<file path="src/gravity_orbit_step_top_defines.svh">
// ----------------------------------------------------------------------------
// Gravity orbit step: assertion macros
// Shared concurrent assertion wrappers, empty for synthesis.
// ----------------------------------------------------------------------------
`ifndef GRAVITY_ORBIT_STEP_TOP_DEFINES_SVH
`define GRAVITY_ORBIT_STEP_TOP_DEFINES_SVH

`ifndef SYNTHESIS
// Assertion on an explicit clock and active-low reset.
`define GOS_ASSERT_CLK(lbl, clk, rstn, prop, msg) \
  lbl: assert property (@(posedge clk) disable iff (!rstn) prop) else $error(msg);
// Assertion on the block's usual clock and reset.
`define GOS_ASSERT(lbl, prop, msg) \
  `GOS_ASSERT_CLK(lbl, clk_i, rst_ni, prop, msg)
`else
`define GOS_ASSERT_CLK(lbl, clk, rstn, prop, msg)
`define GOS_ASSERT(lbl, prop, msg)
`endif

`endif

</file>
<file path="src/gos_pkg.sv">
// ----------------------------------------------------------------------------
// Gravity orbit step: package
// Fixed constants, codes and the controller/datapath interface types.
// ----------------------------------------------------------------------------
`timescale 1ns / 1ps
`default_nettype none

package gos_pkg;

  localparam int POS_SCALE = 64;
  localparam int POS_SHIFT = $clog2(POS_SCALE);
  localparam int ACC_SCALE = 1024;
  localparam int ACC_SHIFT = $clog2(ACC_SCALE);
  localparam int SCREEN_W  = 256;
  localparam int SCREEN_H  = 192;
  localparam int LIM_X     = SCREEN_W * POS_SCALE;
  localparam int LIM_Y     = SCREEN_H * POS_SCALE;

  localparam int TRAIL_W   = 14;
  localparam int ACCUM_W   = 24;
  localparam int R2_W      = 18;
  localparam int DVSR_W    = 17;
  localparam int STEP_W    = 5;
  localparam int SQRT_STEPS = R2_W / 2;
  localparam int DIV_STEPS  = 18;
  localparam logic [R2_W-1:0] SQ_BIT0 = R2_W'(1) << (R2_W - 2);

  localparam logic [3:0] TIME_STEP_RST = 4'd1;
  localparam logic [7:0] START_X_RST   = 8'd128;
  localparam logic [7:0] START_Y_RST   = 8'd96;

  typedef enum logic [1:0] {
    CFG_TIME_STEP = 2'd0,
    CFG_START_X   = 2'd1,
    CFG_START_Y   = 2'd2,
    CFG_NONE      = 2'd3
  } cfg_idx_e;

  typedef enum logic [1:0] {
    FUNC_ATTR   = 2'd0,
    FUNC_TICK   = 2'd1,
    FUNC_LAUNCH = 2'd2,
    FUNC_NONE   = 2'd3
  } func_e;

  typedef enum logic [3:0] {
    ST_IDLE, ST_ATTR, ST_R2, ST_SQRT, ST_MUL, ST_DINIT, ST_DIV, ST_ACC,
    ST_INT1, ST_INT2, ST_INT3, ST_EMIT
  } state_e;

  typedef struct packed {
    logic attr_wr;
    logic launch;
    logic tick_start;
    logic load;
    logic sq_init;
    logic sq_step;
    logic mul;
    logic div_init;
    logic div_step;
    logic acc;
    logic int1;
    logic int2;
    logic int3;
  } dp_cmd_t;

  typedef struct packed {
    logic mu_zero;
    logic div_zero;
  } dp_sts_t;

endpackage

`default_nettype wire

</file>
<file path="src/gos_ctrl.sv">
// ----------------------------------------------------------------------------
// Gravity orbit step: controller
// Sequences the attractor loop, integration and trail emission.
// ----------------------------------------------------------------------------
`timescale 1ns / 1ps
`default_nettype none
`include "gravity_orbit_step_top_defines.svh"

module gos_ctrl #(
  parameter int ATTRACTORS  = 4,
  parameter int TRAIL_DEPTH = 8
) (
  input  wire logic                clk_i,
  input  wire logic                rst_ni,
  input  wire logic                in_valid_i,
  input  wire logic [1:0]          func_i,
  output      logic                in_stall_o,
  input  wire logic                out_stall_i,
  output      logic                out_valid_o,
  output      logic                last_o,
  input  wire gos_pkg::dp_sts_t    sts_i,
  output      gos_pkg::dp_cmd_t    cmd_o,
  output      logic [((ATTRACTORS > 1) ? $clog2(ATTRACTORS) : 1)-1:0]   attr_idx_o,
  output      logic [((TRAIL_DEPTH > 1) ? $clog2(TRAIL_DEPTH) : 1)-1:0] trail_idx_o
);

  localparam int AW = (ATTRACTORS > 1) ? $clog2(ATTRACTORS) : 1;
  localparam int TW = (TRAIL_DEPTH > 1) ? $clog2(TRAIL_DEPTH) : 1;

  gos_pkg::state_e state_q, state_d;
  logic [AW-1:0] aidx_q, aidx_d;
  logic [TW-1:0] tidx_q, tidx_d;
  logic [gos_pkg::STEP_W-1:0] step_q, step_d;
  logic attr_last, trail_last;

  assign attr_last  = (aidx_q == AW'(ATTRACTORS - 1));
  assign trail_last = (tidx_q == TW'(TRAIL_DEPTH - 1));

  always_ff @(posedge clk_i or negedge rst_ni) begin
    if (!rst_ni) begin
      state_q <= gos_pkg::ST_IDLE;
      aidx_q  <= '0;
      tidx_q  <= '0;
      step_q  <= '0;
    end else begin
      state_q <= state_d;
      aidx_q  <= aidx_d;
      tidx_q  <= tidx_d;
      step_q  <= step_d;
    end
  end

  always_comb begin
    state_d = state_q;
    aidx_d  = aidx_q;
    tidx_d  = tidx_q;
    step_d  = step_q;
    cmd_o   = '0;
    unique case (state_q)
      gos_pkg::ST_IDLE: begin
        if (in_valid_i) begin
          unique case (gos_pkg::func_e'(func_i))
            gos_pkg::FUNC_ATTR:   cmd_o.attr_wr = 1'b1;
            gos_pkg::FUNC_LAUNCH: cmd_o.launch = 1'b1;
            gos_pkg::FUNC_TICK: begin
              cmd_o.tick_start = 1'b1;
              aidx_d  = '0;
              state_d = gos_pkg::ST_ATTR;
            end
            default: ;
          endcase
        end
      end
      gos_pkg::ST_ATTR: begin
        cmd_o.load = 1'b1;
        if (!sts_i.mu_zero) begin
          state_d = gos_pkg::ST_R2;
        end else if (attr_last) begin
          state_d = gos_pkg::ST_INT1;
        end else begin
          aidx_d = AW'(aidx_q + 1'b1);
        end
      end
      gos_pkg::ST_R2: begin
        cmd_o.sq_init = 1'b1;
        step_d  = '0;
        state_d = gos_pkg::ST_SQRT;
      end
      gos_pkg::ST_SQRT: begin
        cmd_o.sq_step = 1'b1;
        step_d = gos_pkg::STEP_W'(step_q + 1'b1);
        if (step_q == gos_pkg::STEP_W'(gos_pkg::SQRT_STEPS - 1)) begin
          state_d = gos_pkg::ST_MUL;
        end
      end
      gos_pkg::ST_MUL: begin
        cmd_o.mul = 1'b1;
        state_d = gos_pkg::ST_DINIT;
      end
      gos_pkg::ST_DINIT: begin
        if (!sts_i.div_zero) begin
          cmd_o.div_init = 1'b1;
          step_d  = '0;
          state_d = gos_pkg::ST_DIV;
        end else if (attr_last) begin
          state_d = gos_pkg::ST_INT1;
        end else begin
          aidx_d  = AW'(aidx_q + 1'b1);
          state_d = gos_pkg::ST_ATTR;
        end
      end
      gos_pkg::ST_DIV: begin
        cmd_o.div_step = 1'b1;
        step_d = gos_pkg::STEP_W'(step_q + 1'b1);
        if (step_q == gos_pkg::STEP_W'(gos_pkg::DIV_STEPS - 1)) begin
          state_d = gos_pkg::ST_ACC;
        end
      end
      gos_pkg::ST_ACC: begin
        cmd_o.acc = 1'b1;
        if (attr_last) begin
          state_d = gos_pkg::ST_INT1;
        end else begin
          aidx_d  = AW'(aidx_q + 1'b1);
          state_d = gos_pkg::ST_ATTR;
        end
      end
      gos_pkg::ST_INT1: begin
        cmd_o.int1 = 1'b1;
        state_d = gos_pkg::ST_INT2;
      end
      gos_pkg::ST_INT2: begin
        cmd_o.int2 = 1'b1;
        state_d = gos_pkg::ST_INT3;
      end
      gos_pkg::ST_INT3: begin
        cmd_o.int3 = 1'b1;
        tidx_d  = '0;
        state_d = gos_pkg::ST_EMIT;
      end
      gos_pkg::ST_EMIT: begin
        if (!out_stall_i) begin
          if (trail_last) begin
            state_d = gos_pkg::ST_IDLE;
          end else begin
            tidx_d = TW'(tidx_q + 1'b1);
          end
        end
      end
      default: state_d = gos_pkg::ST_IDLE;
    endcase
  end

  assign in_stall_o  = (state_q != gos_pkg::ST_IDLE);
  assign out_valid_o = (state_q == gos_pkg::ST_EMIT);
  assign last_o      = trail_last;
  assign attr_idx_o  = aidx_q;
  assign trail_idx_o = tidx_q;

  `GOS_ASSERT(a_emit_ends, (state_q == gos_pkg::ST_EMIT && !out_stall_i && trail_last) |=> (state_q == gos_pkg::ST_IDLE), "emission did not end after the oldest entry")
  `GOS_ASSERT(a_emit_stays, (state_q == gos_pkg::ST_EMIT) |=> (state_q == gos_pkg::ST_EMIT || state_q == gos_pkg::ST_IDLE), "emission left early")
  `GOS_ASSERT(a_div_exit, (state_q == gos_pkg::ST_DIV) |=> (state_q == gos_pkg::ST_DIV || state_q == gos_pkg::ST_ACC), "divide did not finish into accumulate")

endmodule

`default_nettype wire

</file>
<file path="src/gos_dp.sv">
// ----------------------------------------------------------------------------
// Gravity orbit step: datapath
// Attractor table, trail, velocity, iterative square root and divider.
// ----------------------------------------------------------------------------
`timescale 1ns / 1ps
`default_nettype none

module gos_dp #(
  parameter int ATTRACTORS  = 4,
  parameter int TRAIL_DEPTH = 8
) (
  input  wire logic                clk_i,
  input  wire logic                rst_ni,
  input  wire gos_pkg::dp_cmd_t    cmd_i,
  output      gos_pkg::dp_sts_t    sts_o,
  input  wire logic [((ATTRACTORS > 1) ? $clog2(ATTRACTORS) : 1)-1:0]   attr_idx_i,
  input  wire logic [((TRAIL_DEPTH > 1) ? $clog2(TRAIL_DEPTH) : 1)-1:0] trail_idx_i,
  input  wire logic                cfg_we_i,
  input  wire logic [1:0]          cfg_index_i,
  input  wire logic [7:0]          cfg_data_i,
  input  wire logic [3:0]          attractor_index_i,
  input  wire logic [7:0]          attractor_x_i,
  input  wire logic [7:0]          attractor_y_i,
  input  wire logic [7:0]          attractor_mu_i,
  input  wire logic signed [15:0]  launch_vel_x_i,
  input  wire logic signed [15:0]  launch_vel_y_i,
  output      logic [13:0]         trail_x_o,
  output      logic [13:0]         trail_y_o,
  output      logic signed [15:0]  vel_x_o,
  output      logic signed [15:0]  vel_y_o
);

  localparam int AW = (ATTRACTORS > 1) ? $clog2(ATTRACTORS) : 1;
  localparam int TRW = gos_pkg::TRAIL_W;
  localparam int RW = gos_pkg::R2_W;
  localparam int DW = gos_pkg::DVSR_W;
  localparam int QW = gos_pkg::DIV_STEPS;
  localparam logic signed [31:0] LIM_X = 32'(gos_pkg::LIM_X);
  localparam logic signed [31:0] LIM_Y = 32'(gos_pkg::LIM_Y);

  // Truncating signed shift: rounds toward zero like a C division.
  function automatic logic signed [31:0] trunc_shr(input logic signed [31:0] v,
                                                   input logic [4:0] sh);
    logic signed [31:0] bias;
    bias = (v < 0) ? ((32'sd1 <<< sh) - 32'sd1) : 32'sd0;
    return (v + bias) >>> sh;
  endfunction

  function automatic logic signed [15:0] sat16(input logic signed [19:0] v);
    logic signed [15:0] r;
    if (v > 20'sd32767) r = 16'sh7fff;
    else if (v < -20'sd32768) r = 16'sh8000;
    else r = v[15:0];
    return r;
  endfunction

  // One restoring divide step: returns {remainder, quotient}.
  function automatic logic [2*QW-1:0] div_step(input logic [QW-1:0] rem,
                                               input logic [QW-1:0] quo,
                                               input logic [DW-1:0] d);
    logic [QW-1:0] sh;
    logic [2*QW-1:0] r;
    sh = {rem[QW-2:0], quo[QW-1]};
    if (sh >= QW'(d)) r = {sh - QW'(d), quo[QW-2:0], 1'b1};
    else r = {sh, quo[QW-2:0], 1'b0};
    return r;
  endfunction

  function automatic logic [TRW-1:0] wrap(input logic signed [31:0] v,
                                          input logic signed [31:0] lim);
    logic [TRW-1:0] r;
    if (v < 0) r = TRW'(lim - 32'sd1);
    else if (v >= lim) r = '0;
    else r = v[TRW-1:0];
    return r;
  endfunction

  // Architectural state.
  logic [3:0] time_step_q;
  logic [7:0] start_x_q, start_y_q;
  logic [7:0] att_x_q [ATTRACTORS];
  logic [7:0] att_y_q [ATTRACTORS];
  logic [7:0] att_mu_q [ATTRACTORS];
  logic [TRW-1:0] trail_x_q [TRAIL_DEPTH];
  logic [TRW-1:0] trail_y_q [TRAIL_DEPTH];
  logic signed [15:0] vel_x_q, vel_y_q;

  // Working registers.
  logic signed [9:0] dx_q, dy_q;
  logic [7:0] mu_q;
  logic [RW-1:0] r2_q, sq_rem_q, sq_res_q, sq_bit_q;
  logic [DW-1:0] dvsr_q;
  logic signed [18:0] num_x_q, num_y_q;
  logic [QW-1:0] qx_q, qy_q, rx_q, ry_q;
  logic neg_x_q, neg_y_q;
  logic signed [gos_pkg::ACCUM_W-1:0] acc_x_q, acc_y_q;
  logic signed [27:0] axdt_x_q, axdt_y_q;
  logic signed [19:0] veldt_x_q, veldt_y_q;
  logic signed [31:0] axdt2_x_q, axdt2_y_q;

  logic [7:0] px_pix, py_pix;
  logic signed [9:0] dx_d, dy_d;
  logic signed [19:0] sqx, sqy, r2_sum;
  logic [RW-1:0] sq_try;
  logic [26:0] prod;
  logic [2*QW-1:0] stx, sty;
  logic signed [18:0] qsx, qsy;
  logic signed [4:0] dt_s;
  logic signed [31:0] npx, npy;
  logic attr_ok;

  assign px_pix = 8'(trail_x_q[0] >> gos_pkg::POS_SHIFT);
  assign py_pix = 8'(trail_y_q[0] >> gos_pkg::POS_SHIFT);
  assign dx_d   = $signed({2'b00, att_x_q[attr_idx_i]}) - $signed({2'b00, px_pix});
  assign dy_d   = $signed({2'b00, att_y_q[attr_idx_i]}) - $signed({2'b00, py_pix});
  assign sqx    = 20'(dx_q) * 20'(dx_q);
  assign sqy    = 20'(dy_q) * 20'(dy_q);
  assign r2_sum = sqx + sqy;
  assign sq_try = sq_res_q + sq_bit_q;
  assign prod   = 27'(r2_q) * 27'(sq_res_q[8:0]);
  assign stx    = div_step(rx_q, qx_q, dvsr_q);
  assign sty    = div_step(ry_q, qy_q, dvsr_q);
  assign qsx    = neg_x_q ? -$signed({1'b0, qx_q}) : $signed({1'b0, qx_q});
  assign qsy    = neg_y_q ? -$signed({1'b0, qy_q}) : $signed({1'b0, qy_q});
  assign dt_s   = $signed({1'b0, time_step_q});
  assign npx    = 32'($signed({1'b0, trail_x_q[0]})) + 32'(veldt_x_q)
                + trunc_shr(axdt2_x_q, 5'(gos_pkg::ACC_SHIFT + 1));
  assign npy    = 32'($signed({1'b0, trail_y_q[0]})) + 32'(veldt_y_q)
                + trunc_shr(axdt2_y_q, 5'(gos_pkg::ACC_SHIFT + 1));
  assign attr_ok = ({1'b0, attractor_index_i} < 5'(ATTRACTORS));

  assign sts_o.mu_zero  = (att_mu_q[attr_idx_i] == 8'd0);
  assign sts_o.div_zero = (dvsr_q == '0);

  always_ff @(posedge clk_i or negedge rst_ni) begin
    if (!rst_ni) begin
      time_step_q <= gos_pkg::TIME_STEP_RST;
      start_x_q   <= gos_pkg::START_X_RST;
      start_y_q   <= gos_pkg::START_Y_RST;
      for (int i = 0; i < ATTRACTORS; i++) begin
        att_x_q[i]  <= '0;
        att_y_q[i]  <= '0;
        att_mu_q[i] <= '0;
      end
      for (int i = 0; i < TRAIL_DEPTH; i++) begin
        trail_x_q[i] <= '0;
        trail_y_q[i] <= '0;
      end
      vel_x_q <= '0;
      vel_y_q <= '0;
    end else begin
      if (cfg_we_i) begin
        unique case (gos_pkg::cfg_idx_e'(cfg_index_i))
          gos_pkg::CFG_TIME_STEP: time_step_q <= cfg_data_i[3:0];
          gos_pkg::CFG_START_X:   start_x_q <= cfg_data_i;
          gos_pkg::CFG_START_Y:   start_y_q <= cfg_data_i;
          default: ;
        endcase
      end
      if (cmd_i.attr_wr && attr_ok) begin
        att_x_q[attractor_index_i[AW-1:0]]  <= attractor_x_i;
        att_y_q[attractor_index_i[AW-1:0]]  <= attractor_y_i;
        att_mu_q[attractor_index_i[AW-1:0]] <= attractor_mu_i;
      end
      if (cmd_i.launch) begin
        for (int i = 0; i < TRAIL_DEPTH; i++) begin
          trail_x_q[i] <= TRW'(start_x_q) << gos_pkg::POS_SHIFT;
          trail_y_q[i] <= TRW'(start_y_q) << gos_pkg::POS_SHIFT;
        end
        vel_x_q <= launch_vel_x_i;
        vel_y_q <= launch_vel_y_i;
      end
      if (cmd_i.int2) begin
        vel_x_q <= sat16(20'(vel_x_q)
                   + 20'(trunc_shr(32'(axdt_x_q), 5'(gos_pkg::ACC_SHIFT))));
        vel_y_q <= sat16(20'(vel_y_q)
                   + 20'(trunc_shr(32'(axdt_y_q), 5'(gos_pkg::ACC_SHIFT))));
      end
      if (cmd_i.int3) begin
        for (int i = TRAIL_DEPTH - 1; i > 0; i--) begin
          trail_x_q[i] <= trail_x_q[i-1];
          trail_y_q[i] <= trail_y_q[i-1];
        end
        trail_x_q[0] <= wrap(npx, LIM_X);
        trail_y_q[0] <= wrap(npy, LIM_Y);
      end
    end
  end

  always_ff @(posedge clk_i) begin
    if (cmd_i.load) begin
      dx_q <= dx_d;
      dy_q <= dy_d;
      mu_q <= att_mu_q[attr_idx_i];
    end
    if (cmd_i.sq_init) begin
      r2_q     <= r2_sum[RW-1:0];
      sq_rem_q <= r2_sum[RW-1:0];
      sq_res_q <= '0;
      sq_bit_q <= gos_pkg::SQ_BIT0;
    end
    if (cmd_i.sq_step) begin
      if (sq_rem_q >= sq_try) begin
        sq_rem_q <= sq_rem_q - sq_try;
        sq_res_q <= (sq_res_q >> 1) + sq_bit_q;
      end else begin
        sq_res_q <= sq_res_q >> 1;
      end
      sq_bit_q <= sq_bit_q >> 2;
    end
    if (cmd_i.mul) begin
      dvsr_q  <= DW'(prod >> gos_pkg::ACC_SHIFT);
      num_x_q <= 19'($signed({1'b0, mu_q})) * 19'(dx_q);
      num_y_q <= 19'($signed({1'b0, mu_q})) * 19'(dy_q);
    end
    if (cmd_i.div_init) begin
      qx_q    <= QW'(num_x_q[18] ? -num_x_q : num_x_q);
      qy_q    <= QW'(num_y_q[18] ? -num_y_q : num_y_q);
      rx_q    <= '0;
      ry_q    <= '0;
      neg_x_q <= num_x_q[18];
      neg_y_q <= num_y_q[18];
    end
    if (cmd_i.div_step) begin
      {rx_q, qx_q} <= stx;
      {ry_q, qy_q} <= sty;
    end
    if (cmd_i.tick_start) begin
      acc_x_q <= '0;
      acc_y_q <= '0;
    end
    if (cmd_i.acc) begin
      acc_x_q <= acc_x_q + gos_pkg::ACCUM_W'(qsx);
      acc_y_q <= acc_y_q + gos_pkg::ACCUM_W'(qsy);
    end
    if (cmd_i.int1) begin
      axdt_x_q  <= 28'(acc_x_q) * 28'(dt_s);
      axdt_y_q  <= 28'(acc_y_q) * 28'(dt_s);
      veldt_x_q <= 20'(vel_x_q) * 20'(dt_s);
      veldt_y_q <= 20'(vel_y_q) * 20'(dt_s);
    end
    if (cmd_i.int2) begin
      axdt2_x_q <= 32'(axdt_x_q) * 32'(dt_s);
      axdt2_y_q <= 32'(axdt_y_q) * 32'(dt_s);
    end
  end

  assign trail_x_o = trail_x_q[trail_idx_i];
  assign trail_y_o = trail_y_q[trail_idx_i];
  assign vel_x_o   = vel_x_q;
  assign vel_y_o   = vel_y_q;

endmodule

`default_nettype wire

</file>
<file path="src/gravity_orbit_step_top.sv">
// ----------------------------------------------------------------------------
// Gravity orbit step: top level
// One body pulled by a small table of point attractors, Euler integrated.
// ----------------------------------------------------------------------------
// Attractor writes and launches are applied in idle; other codes are dropped.
// A tick loads each attractor; an enabled one runs square root, multiply,
// divide and accumulate, the last two skipped for a zero divisor. INT1 to INT3
// then integrate; TRAIL_DEPTH items go out, one a cycle while not stalled.
// The root takes 9 steps, the divider 18; input stalls till the trail is out.
// Reset clears trail, velocity and attractor table at once; no clearing pass.
`timescale 1ns / 1ps
`default_nettype none

module gravity_orbit_step_top #(
  parameter int ATTRACTORS  = 4,
  parameter int TRAIL_DEPTH = 8
) (
  input  wire logic               clk_i,
  input  wire logic               rst_ni,
  // Configuration write port.
  input  wire logic               cfg_we_i,
  input  wire logic [1:0]         cfg_index_i,
  input  wire logic [7:0]         cfg_data_i,
  // Input item channel.
  input  wire logic               in_valid_i,
  output      logic               in_stall_o,
  input  wire logic [1:0]         func_i,
  input  wire logic [3:0]         attractor_index_i,
  input  wire logic [7:0]         attractor_x_i,
  input  wire logic [7:0]         attractor_y_i,
  input  wire logic [7:0]         attractor_mu_i,
  input  wire logic signed [15:0] launch_vel_x_i,
  input  wire logic signed [15:0] launch_vel_y_i,
  // Result item channel.
  output      logic               out_valid_o,
  input  wire logic               out_stall_i,
  output      logic [13:0]        trail_x_o,
  output      logic [13:0]        trail_y_o,
  output      logic signed [15:0] vel_x_o,
  output      logic signed [15:0] vel_y_o,
  output      logic               last_o
);

  localparam int AW = (ATTRACTORS > 1) ? $clog2(ATTRACTORS) : 1;
  localparam int TW = (TRAIL_DEPTH > 1) ? $clog2(TRAIL_DEPTH) : 1;

  gos_pkg::dp_cmd_t cmd;
  gos_pkg::dp_sts_t sts;
  logic [AW-1:0] attr_idx;
  logic [TW-1:0] trail_idx;

  // The controller walks the attractor table, runs the iterative square root
  // and divider, then integration states INT1 to INT3, then streams the trail.
  gos_ctrl #(
    .ATTRACTORS (ATTRACTORS),
    .TRAIL_DEPTH(TRAIL_DEPTH)
  ) u_ctrl (
    .clk_i      (clk_i),
    .rst_ni     (rst_ni),
    .in_valid_i (in_valid_i),
    .func_i     (func_i),
    .in_stall_o (in_stall_o),
    .out_stall_i(out_stall_i),
    .out_valid_o(out_valid_o),
    .last_o     (last_o),
    .sts_i      (sts),
    .cmd_o      (cmd),
    .attr_idx_o (attr_idx),
    .trail_idx_o(trail_idx)
  );

  // The datapath holds all architectural state; trail fields are read at the
  // controller's index, and all result fields stay stable while stalled.
  gos_dp #(
    .ATTRACTORS (ATTRACTORS),
    .TRAIL_DEPTH(TRAIL_DEPTH)
  ) u_dp (
    .clk_i            (clk_i),
    .rst_ni           (rst_ni),
    .cmd_i            (cmd),
    .sts_o            (sts),
    .attr_idx_i       (attr_idx),
    .trail_idx_i      (trail_idx),
    .cfg_we_i         (cfg_we_i),
    .cfg_index_i      (cfg_index_i),
    .cfg_data_i       (cfg_data_i),
    .attractor_index_i(attractor_index_i),
    .attractor_x_i    (attractor_x_i),
    .attractor_y_i    (attractor_y_i),
    .attractor_mu_i   (attractor_mu_i),
    .launch_vel_x_i   (launch_vel_x_i),
    .launch_vel_y_i   (launch_vel_y_i),
    .trail_x_o        (trail_x_o),
    .trail_y_o        (trail_y_o),
    .vel_x_o          (vel_x_o),
    .vel_y_o          (vel_y_o)
  );

endmodule

`default_nettype wire

</file>
<file path="config.mk">
export PLATFORM = sky130hd
export DESIGN_NAME = gravity_orbit_step_top
export DESIGN_NICKNAME = d
export VERILOG_FILES = /design/src/gos_pkg.sv /design/src/gos_ctrl.sv /design/src/gos_dp.sv /design/src/gravity_orbit_step_top.sv
export VERILOG_INCLUDE_DIRS = /design/src /design/src/src
export SDC_FILE = /design/constraint.sdc
export NUM_CORES = 2
export LEC_CHECK = 0
export BUFFER_PORTS_ARGS = -buffer_cell sky130_fd_sc_hd__buf_2
export CORE_UTILIZATION = 50
export CTS_CLUSTER_DIAMETER = 60
export DETAILED_ROUTE_END_ITERATION = 12
export PLACE_DENSITY_LB_ADDON = 0.08
export REMOVE_ABC_BUFFERS = 1
export SLEW_MARGIN = 15
export SYNTH_ARGS = -nofsm -noshare
export SYNTH_HDL_FRONTEND = slang
export SYNTH_HIERARCHICAL = 1
export SYNTH_SLANG_ARGS = --single-unit
</file>
<file path="constraint.sdc">
create_clock -name clk_i -period 11 [get_ports clk_i]
set_input_delay 1.1 -clock clk_i [delete_from_list [all_inputs] [get_ports clk_i]]
set_output_delay 1.1 -clock clk_i [all_outputs]
set_load 0.02 [all_outputs]
</file>
# Yosys cells after proc, flatten, opt, wreduce, memory -nomap -nowiden
# Cells that the tools add are included.
[word_totals] input_bits=77 out_inout_bits=63 reg_bits=810 wordCells=279
[op_classes] order_cmp=20 n_reduce_logical=24 n_bitwise=3 multipliers=11 eq_ne=30 n_mux=102 add_sub_neg=27
[op_table] cell="112-bit two-way mux" count=4
[op_table] cell="18-bit two-way mux" count=12
[op_table] cell="32-bit by 1-bit less-than comparator with 1-bit output, second input constant" count=4
[op_table] cell="16-bit two-way mux" count=8
[op_table] cell="14-bit two-way mux" count=8
[op_table] cell="32-bit bitwise mux" count=3
[op_table] cell="14-bit binary-select mux with 3-bit select" count=2
[op_table] cell="9-bit by 9-bit multiplier with 18-bit output" count=4
[op_table] cell="24-bit two-way mux" count=3
[op_table] cell="35-bit two-way mux" count=2
[op_table] cell="32-bit by 12-bit adder with 32-bit output" count=2
[op_table] cell="28-bit by 5-bit multiplier with 32-bit output" count=2
[op_table] cell="28-bit by 11-bit adder with 29-bit output" count=2
[op_table] cell="28-bit by 1-bit less-than comparator with 1-bit output, second input constant" count=2
[op_table] cell="24-bit by 5-bit multiplier with 28-bit output" count=2
[op_table] cell="8-bit two-way mux" count=7
[op_table] cell="17-bit two-way mux" count=3
[op_table] cell="24-bit by 19-bit adder with 24-bit output" count=2
[op_table] cell="8-bit binary-select mux with 2-bit select" count=3
[op_table] cell="4-bit case mux with 12 select lines" count=1
[op_table] cell="21-bit by 21-bit adder with 22-bit output" count=2
[op_table] cell="15-bit by 20-bit adder with 21-bit output" count=2
[op_table] cell="16-bit by 20-bit adder with 20-bit output" count=2
[op_table] cell="20-bit by 16-bit > comparator with 1-bit output, second input constant" count=2
[op_table] cell="other kinds (62)" count=133

# Logic depth before layout (Yosys ltp)
[logic_depth] word_depth=8 depth_mapped=28 depth_no_buf=26

# By module
# Netlist, hierarchy kept.
[by_module_without_submodules] mod="gos_dp" area_each_um2=79012.0 seq_area_each_um2=21795.9 instances=1 cells_each=8216
[by_module_without_submodules] mod="gos_ctrl" area_each_um2=1086.0 seq_area_each_um2=350.3 instances=1 cells_each=120

# Worst setup path after synthesis
# Ideal clock, no wire load.
[synth_path] path_kind="register to register" startpoint="reg u_ctrl.state_q[2]" endpoint="reg u_dp.axdt_x_q[0] (enable)" slack_ps=2980 path_stages_with_launch=6 required_time_ps=10331 period_less_slack_ps=8020 n_path_buf=2 setup_ps=669 t_arrival_ps=7350 cell_sequence="dfrtp_1 > buf_6 > buf_4 > inv_1 > nand2_1 > nor3_1"
[synth_lines] element="from (decl)" line="gos_ctrl.sv:30" rtl="gos_pkg::state_e state_q, state_d;"
[synth_lines] element="from (signal assigned)" line="gos_ctrl.sv:41" rtl="state_q <= gos_pkg::ST_IDLE;"
[synth_lines] element="from (signal assigned)" line="gos_ctrl.sv:46" rtl="state_q <= state_d;"
[synth_lines] element="to (signal assigned)" line="gos_dp.sv:237" rtl="axdt_x_q <= 28'(acc_x_q) * 28'(dt_s);"
[synth_lines] element="to (decl)" line="gos_dp.sv:97" rtl="logic signed [27:0] axdt_x_q, axdt_y_q;"

# Final worst setup path
[layout_path] startpoint="reg u_dp.axdt2_y_q[31]" endpoint="reg u_dp/trail_y_q[102] (netlist name)"
[layout_via] elab_chain_cells=8 elab_cells_between_ends=9 classes_between="add/sub: 2; order compare: 3; mux: 4"
[layout_rtl] element="from (decl)" line="gos_dp.sv:99" rtl="logic signed [31:0] axdt2_x_q, axdt2_y_q;"
[layout_rtl] element="from (signal assigned)" line="gos_dp.sv:244" rtl="axdt2_y_q <= 32'(axdt_y_q) * 32'(dt_s);"
[layout_rtl] element="32-bit by 1-bit less-than comparator with 1-bit output" line="gos_dp.sv:45" rtl="bias = (v < 0) ? ((32'sd1 <<< sh) - 32'sd1) : 32'sd0;"
[layout_rtl] element="11-bit two-way mux" line="gos_dp.sv:45"
[layout_rtl] element="32-bit by 12-bit adder with 32-bit output *" line="gos_dp.sv:46" rtl="return (v + bias) >>> sh;"
[layout_rtl] element="21-bit by 21-bit adder with 22-bit output *" line="gos_dp.sv:129" rtl="+ trunc_shr(axdt2_y_q, 5'(gos_pkg::ACC_SHIFT + 1));"
[layout_rtl] element="32-bit by 15-bit greater-or-equal comparator with 1-bit output" line="gos_dp.sv:73" rtl="else if (v >= lim) r = '0;"
[layout_rtl] element="14-bit two-way mux" line="gos_dp.sv:73"
[layout_rtl] element="14-bit two-way mux *" line="gos_dp.sv:72" rtl="if (v < 0) r = TRW'(lim - 32'sd1);"
[layout_rtl] element="112-bit two-way mux *" line="gos_dp.sv:179" rtl="if (cmd_i.int3) begin"
[layout_rtl] element="to (signal, indexed assignment)" line="gos_dp.sv:168" rtl="trail_y_q[i] <= TRW'(start_y_q) << gos_pkg::POS_SHIFT;"
[layout_rtl] element="to (signal, indexed assignment)" line="gos_dp.sv:182" rtl="trail_y_q[i] <= trail_y_q[i-1];"
[layout_rtl] element="to (decl)" line="gos_dp.sv:85" rtl="logic [TRW-1:0] trail_y_q [TRAIL_DEPTH];"
# Mark *: on every way between the ends. The rest lies on a longest branch, timed or not.
# A chain may end at the register's enable or synchronous reset.

==> results.md <==
- Status: complete, no violations
- RSZ-0062 raised after global routing: false
- Final GP Congestion: 0.863
- Critical path cell sequence: ha_1, a31o_2, a21o_1, a21o_1, a21o_1, a2111oi_0, o21ai_0, xnor2_1, fa_1, ha_1, fa_1, a21oi_1, o21bai_2, a2111oi_2, o31ai_1, a211o_1, a31oi_1, o22ai_1, and4_1, and2_1, a221o_1
- Vias: around 57000
- Input/output buffers: ~140
- 1st-iter DRT viols: 3314
- Final WL: 186000 microns
- CTS Buffer Depth: 3
- First-pass GRT wire length: 309000 microns
- Die W: just over 400 microns
- Met3 usage: 2.39%
- Die height: 402 microns
- Crit Path Category: reg2reg
- Worst r2r dst: u_dp/trail_y_q[102]$_DFFE_PN0P_
- Ys Warns: 6
- Setup crit end kind: flip-flop
- Critical Path Start Type: flip-flop
- CP required: roughly 12 ns
- Setup TNS: 0 ns
- Avg Synthesized Cell Area: 9.61 sq um
- # fillers: 14300
- WP data arrival: 7.49 ns
- Fin. Hold Viols: 0
- Commonest non-fill, non-tap cell in the layout: inv_1
- Reg2reg path depth: 21
- Worst-Skew Late Latency: 0.77 ns
- I/O pin cnt: 140
- Die area: 0.162 sq mm
- Initial Utilization: 50.5%
- Area delta synth->final: 8.22%
- Mapped Cells: 8336
- Post-synth EDFFs: 403
- Post-CTS Resized: 0
- FF-to-FF Start: u_dp/axdt2_y_q[31]$_DFFE_PP_
- Final Max Slew Viols: 0
- Vias/cell: 5.44
- CTS tree: built
- Sequential area share after synthesis: between 20 and 30%
- Clock skew: 0.0698 ns
- Root buffer cell: clkbuf_16
- Post-route minimum period: ~7 ns
- Remaining DRCs: 0
- Largest net degree at the start of global routing: approximately 210
- TritonCTS Sinks: 808
- Cts bufs inserted: 113
- Slowest-stage cell, CP: a2111oi_0
- Clk pin slew, worst setup/hold paths: 0.06 ns
- # hold bufs at CTS: 0
- Hold Crit Class: in2async
- Most Used Layer, Global Route: met2
- Internal reg-to-reg setup slack: between 4 and 5 ns
- # setup viols final: 0
- Num rows: 146
- Grt total ovfl: 0
- Vias in the first global route: 58400
- Core Region: 0.159 sq mm
- Fraction of final layout cells with drive strength greater than 1: 8.39%
- Max-cap violations: 0
- Hold WS: 0.395 ns
- Initial antenna violation count: 8
- Final worst path period share: a little over three fifths
- Met1 Usage GRT: 31.9%
- Slew Limit Headroom: 24.1%
- Crit-path max FO: 12
- Count of cell types in the netlist: between 90 and 100
- HPWL after detailed placement: around 140000 microns
- Global-route met2 utilization: 39.8%
- Nets: between 9000 and 10000
- Number of synthesized register bits: 808
- CP top delay family: compound AO/OA/AOI/OAI gates
- FFs w/ async S/R, synth: a little under half
- GRT Total Usage: 23.5%
- DRT Pass-1 Iters: 5
- Ys flop type: edfxtp_1
- Achievable Freq: 145 MHz
- CP dominant cell by count: a21o_1
- Drt wl/cell: 17.7 microns
- Most frequent cells in the layout: inv_1, nand2_1, ha_1, fa_1, and2_1
- Slew at the pin closest to its max-slew limit: 1.13 ns
- Fin util: 54.6%
- CP Buf/Inv Count: 0
- H-tree levels: 3
- Setup Fix Bufs, Post-CTS: 0
- CP max stage delay: 0.69 ns
- Detail Route Antenna Nets: 0
- Mapped cell area: about 0.080 sq mm
## flip-flops by register name, indices dropped and copies added, names as in the netlist, 17 cells and up
register	flops
u_dp/acc_x_q	24
u_dp/acc_y_q	24
u_dp/att_mu_q	32
u_dp/att_x_q	32
u_dp/att_y_q	32
u_dp/axdt2_x_q	32
u_dp/axdt2_y_q	32
u_dp/axdt_x_q	28
u_dp/axdt_y_q	28
u_dp/dvsr_q	17
u_dp/num_x_q	18
u_dp/num_y_q	18
u_dp/qx_q	18
u_dp/qy_q	18
u_dp/r2_q	18
u_dp/rx_q	17
u_dp/ry_q	17
u_dp/sq_rem_q	18
u_dp/sq_res_q	18
u_dp/trail_x_q	104
u_dp/trail_y_q	104
u_dp/veldt_x_q	20
u_dp/veldt_y_q	20
## how the worst max path moves through the flow
stage | endpoint | slack [ns] | start | depth (start not counted)
after floorplan | u_dp/py_pix[4]$_DFFE_PN0P_ | -5.81 | u_ctrl/state_q[2]$_DFFE_PN0P_ | 7
after global placement | u_dp/sq_rem_q[16]$_DFF_P_ | 4.24 | u_dp/dy_q[8]$_DFFE_PP_ | 20
after detailed placement | u_dp/sq_rem_q[16]$_DFF_P_ | 4.19 | u_dp/dy_q[8]$_DFFE_PP_ | 20
after CTS | u_dp/sq_rem_q[16]$_DFF_P_ | 4.14 | u_dp/dy_q[8]$_DFFE_PP_ | 20
after global routing | u_dp/trail_y_q[102]$_DFFE_PN0P_ | 3.57 | u_dp/axdt2_y_q[31]$_DFFE_PP_ | 21
final | u_dp/trail_y_q[102]$_DFFE_PN0P_ | 4.11 | u_dp/axdt2_y_q[31]$_DFFE_PP_ | 21
## kinds of logic after synthesis
family / Yosys count / share of synthesized area [%]
xor gates and xnor gates: 519 / 5.68
AOI/OAI and AO/OA: 1448 / 11.1
buffers and inverters: 1420 / 6.69
muxes: 290 / 5.11
adders and majority gates: 1454 / 28.8
and+or+nand+nor: 2397 / 14.9
DFF: 808 / 27.6
## cell usage after synthesis (9+ instances only)
cell type	count	area (sq um)
nand2b_1	63	394
o41ai_1	16	140
o21a_1	62	465
o211ai_1	25	188
a31o_2	18	158
o21ai_0	432	2160
nor2b_1	132	826
clkbuf_1	284	1070
edfxtp_1	403	12100
a211o_1	10	87.6
nor3_1	87	435
a21oi_1	429	2150
inv_1	1104	4140
nand2_1	933	3500
and4_1	16	140
fa_1	653	13100
a21o_1	125	938
a31oi_1	35	219
nand3_1	86	430
mux4_2	80	1800
or3_1	32	200
nand4_1	35	219
a211oi_1	72	541
ha_1	801	10000
a21boi_0	24	180
o31ai_1	35	263
buf_2	12	60.1
and2_1	621	3880
dfrtp_1	382	9560
o22ai_1	10	62.6
buf_1	17	63.8
or2_2	23	144
xnor2_1	351	3070
dfxtp_1	19	380
nor3b_1	9	67.6
and3_1	40	250
o21bai_1	48	360
mux2_2	148	1670
o211a_1	12	120
nor2_1	266	998
or4_1	17	128
mux2i_1	59	591
xor2_1	168	1470
## routing by layer
metal / vias to the layer above / share of wire (%)
li1: 27900 / -
met1: 28200 / 46
met2: 834 / 48
met3: 251 / 3.3
met4: 2 / 3.0
met5: - / 0.0064
## metrics by stage
| stage | cell area, sq um | setup slack (ns) | cells |
|---|---|---|---|
| final | 86700 | 4.11 | 10500 |
| after CTS | 86700 | 4.14 | 10500 |
| after floorplan | 78900 | -5.81 | 8021 |
| after global placement | 82700 | 4.24 | 10300 |
| after global routing | 86700 | 3.57 | 10500 |
| after detailed placement | 82700 | 4.19 | 10300 |
## cell type report
type                            instances  area, sq um  share of cell area [%]
Sequential cell                       808        22200                    25.6
Clock buffer                          133         3050                    3.52
Clock inverter                         82          900                    1.04
Timing Repair Buffer                  193         1140                    1.31
Antenna cell                            4         10.0                  0.0115
Multi-Input combinational cell       6108        52700                    60.8
Tap cell                             2072         2590                    2.99
Inverter                             1105         4150                    4.79
Power is not shown: default switching activity piles up to over one toggle a cycle in this logic, so the estimate is an artifact.
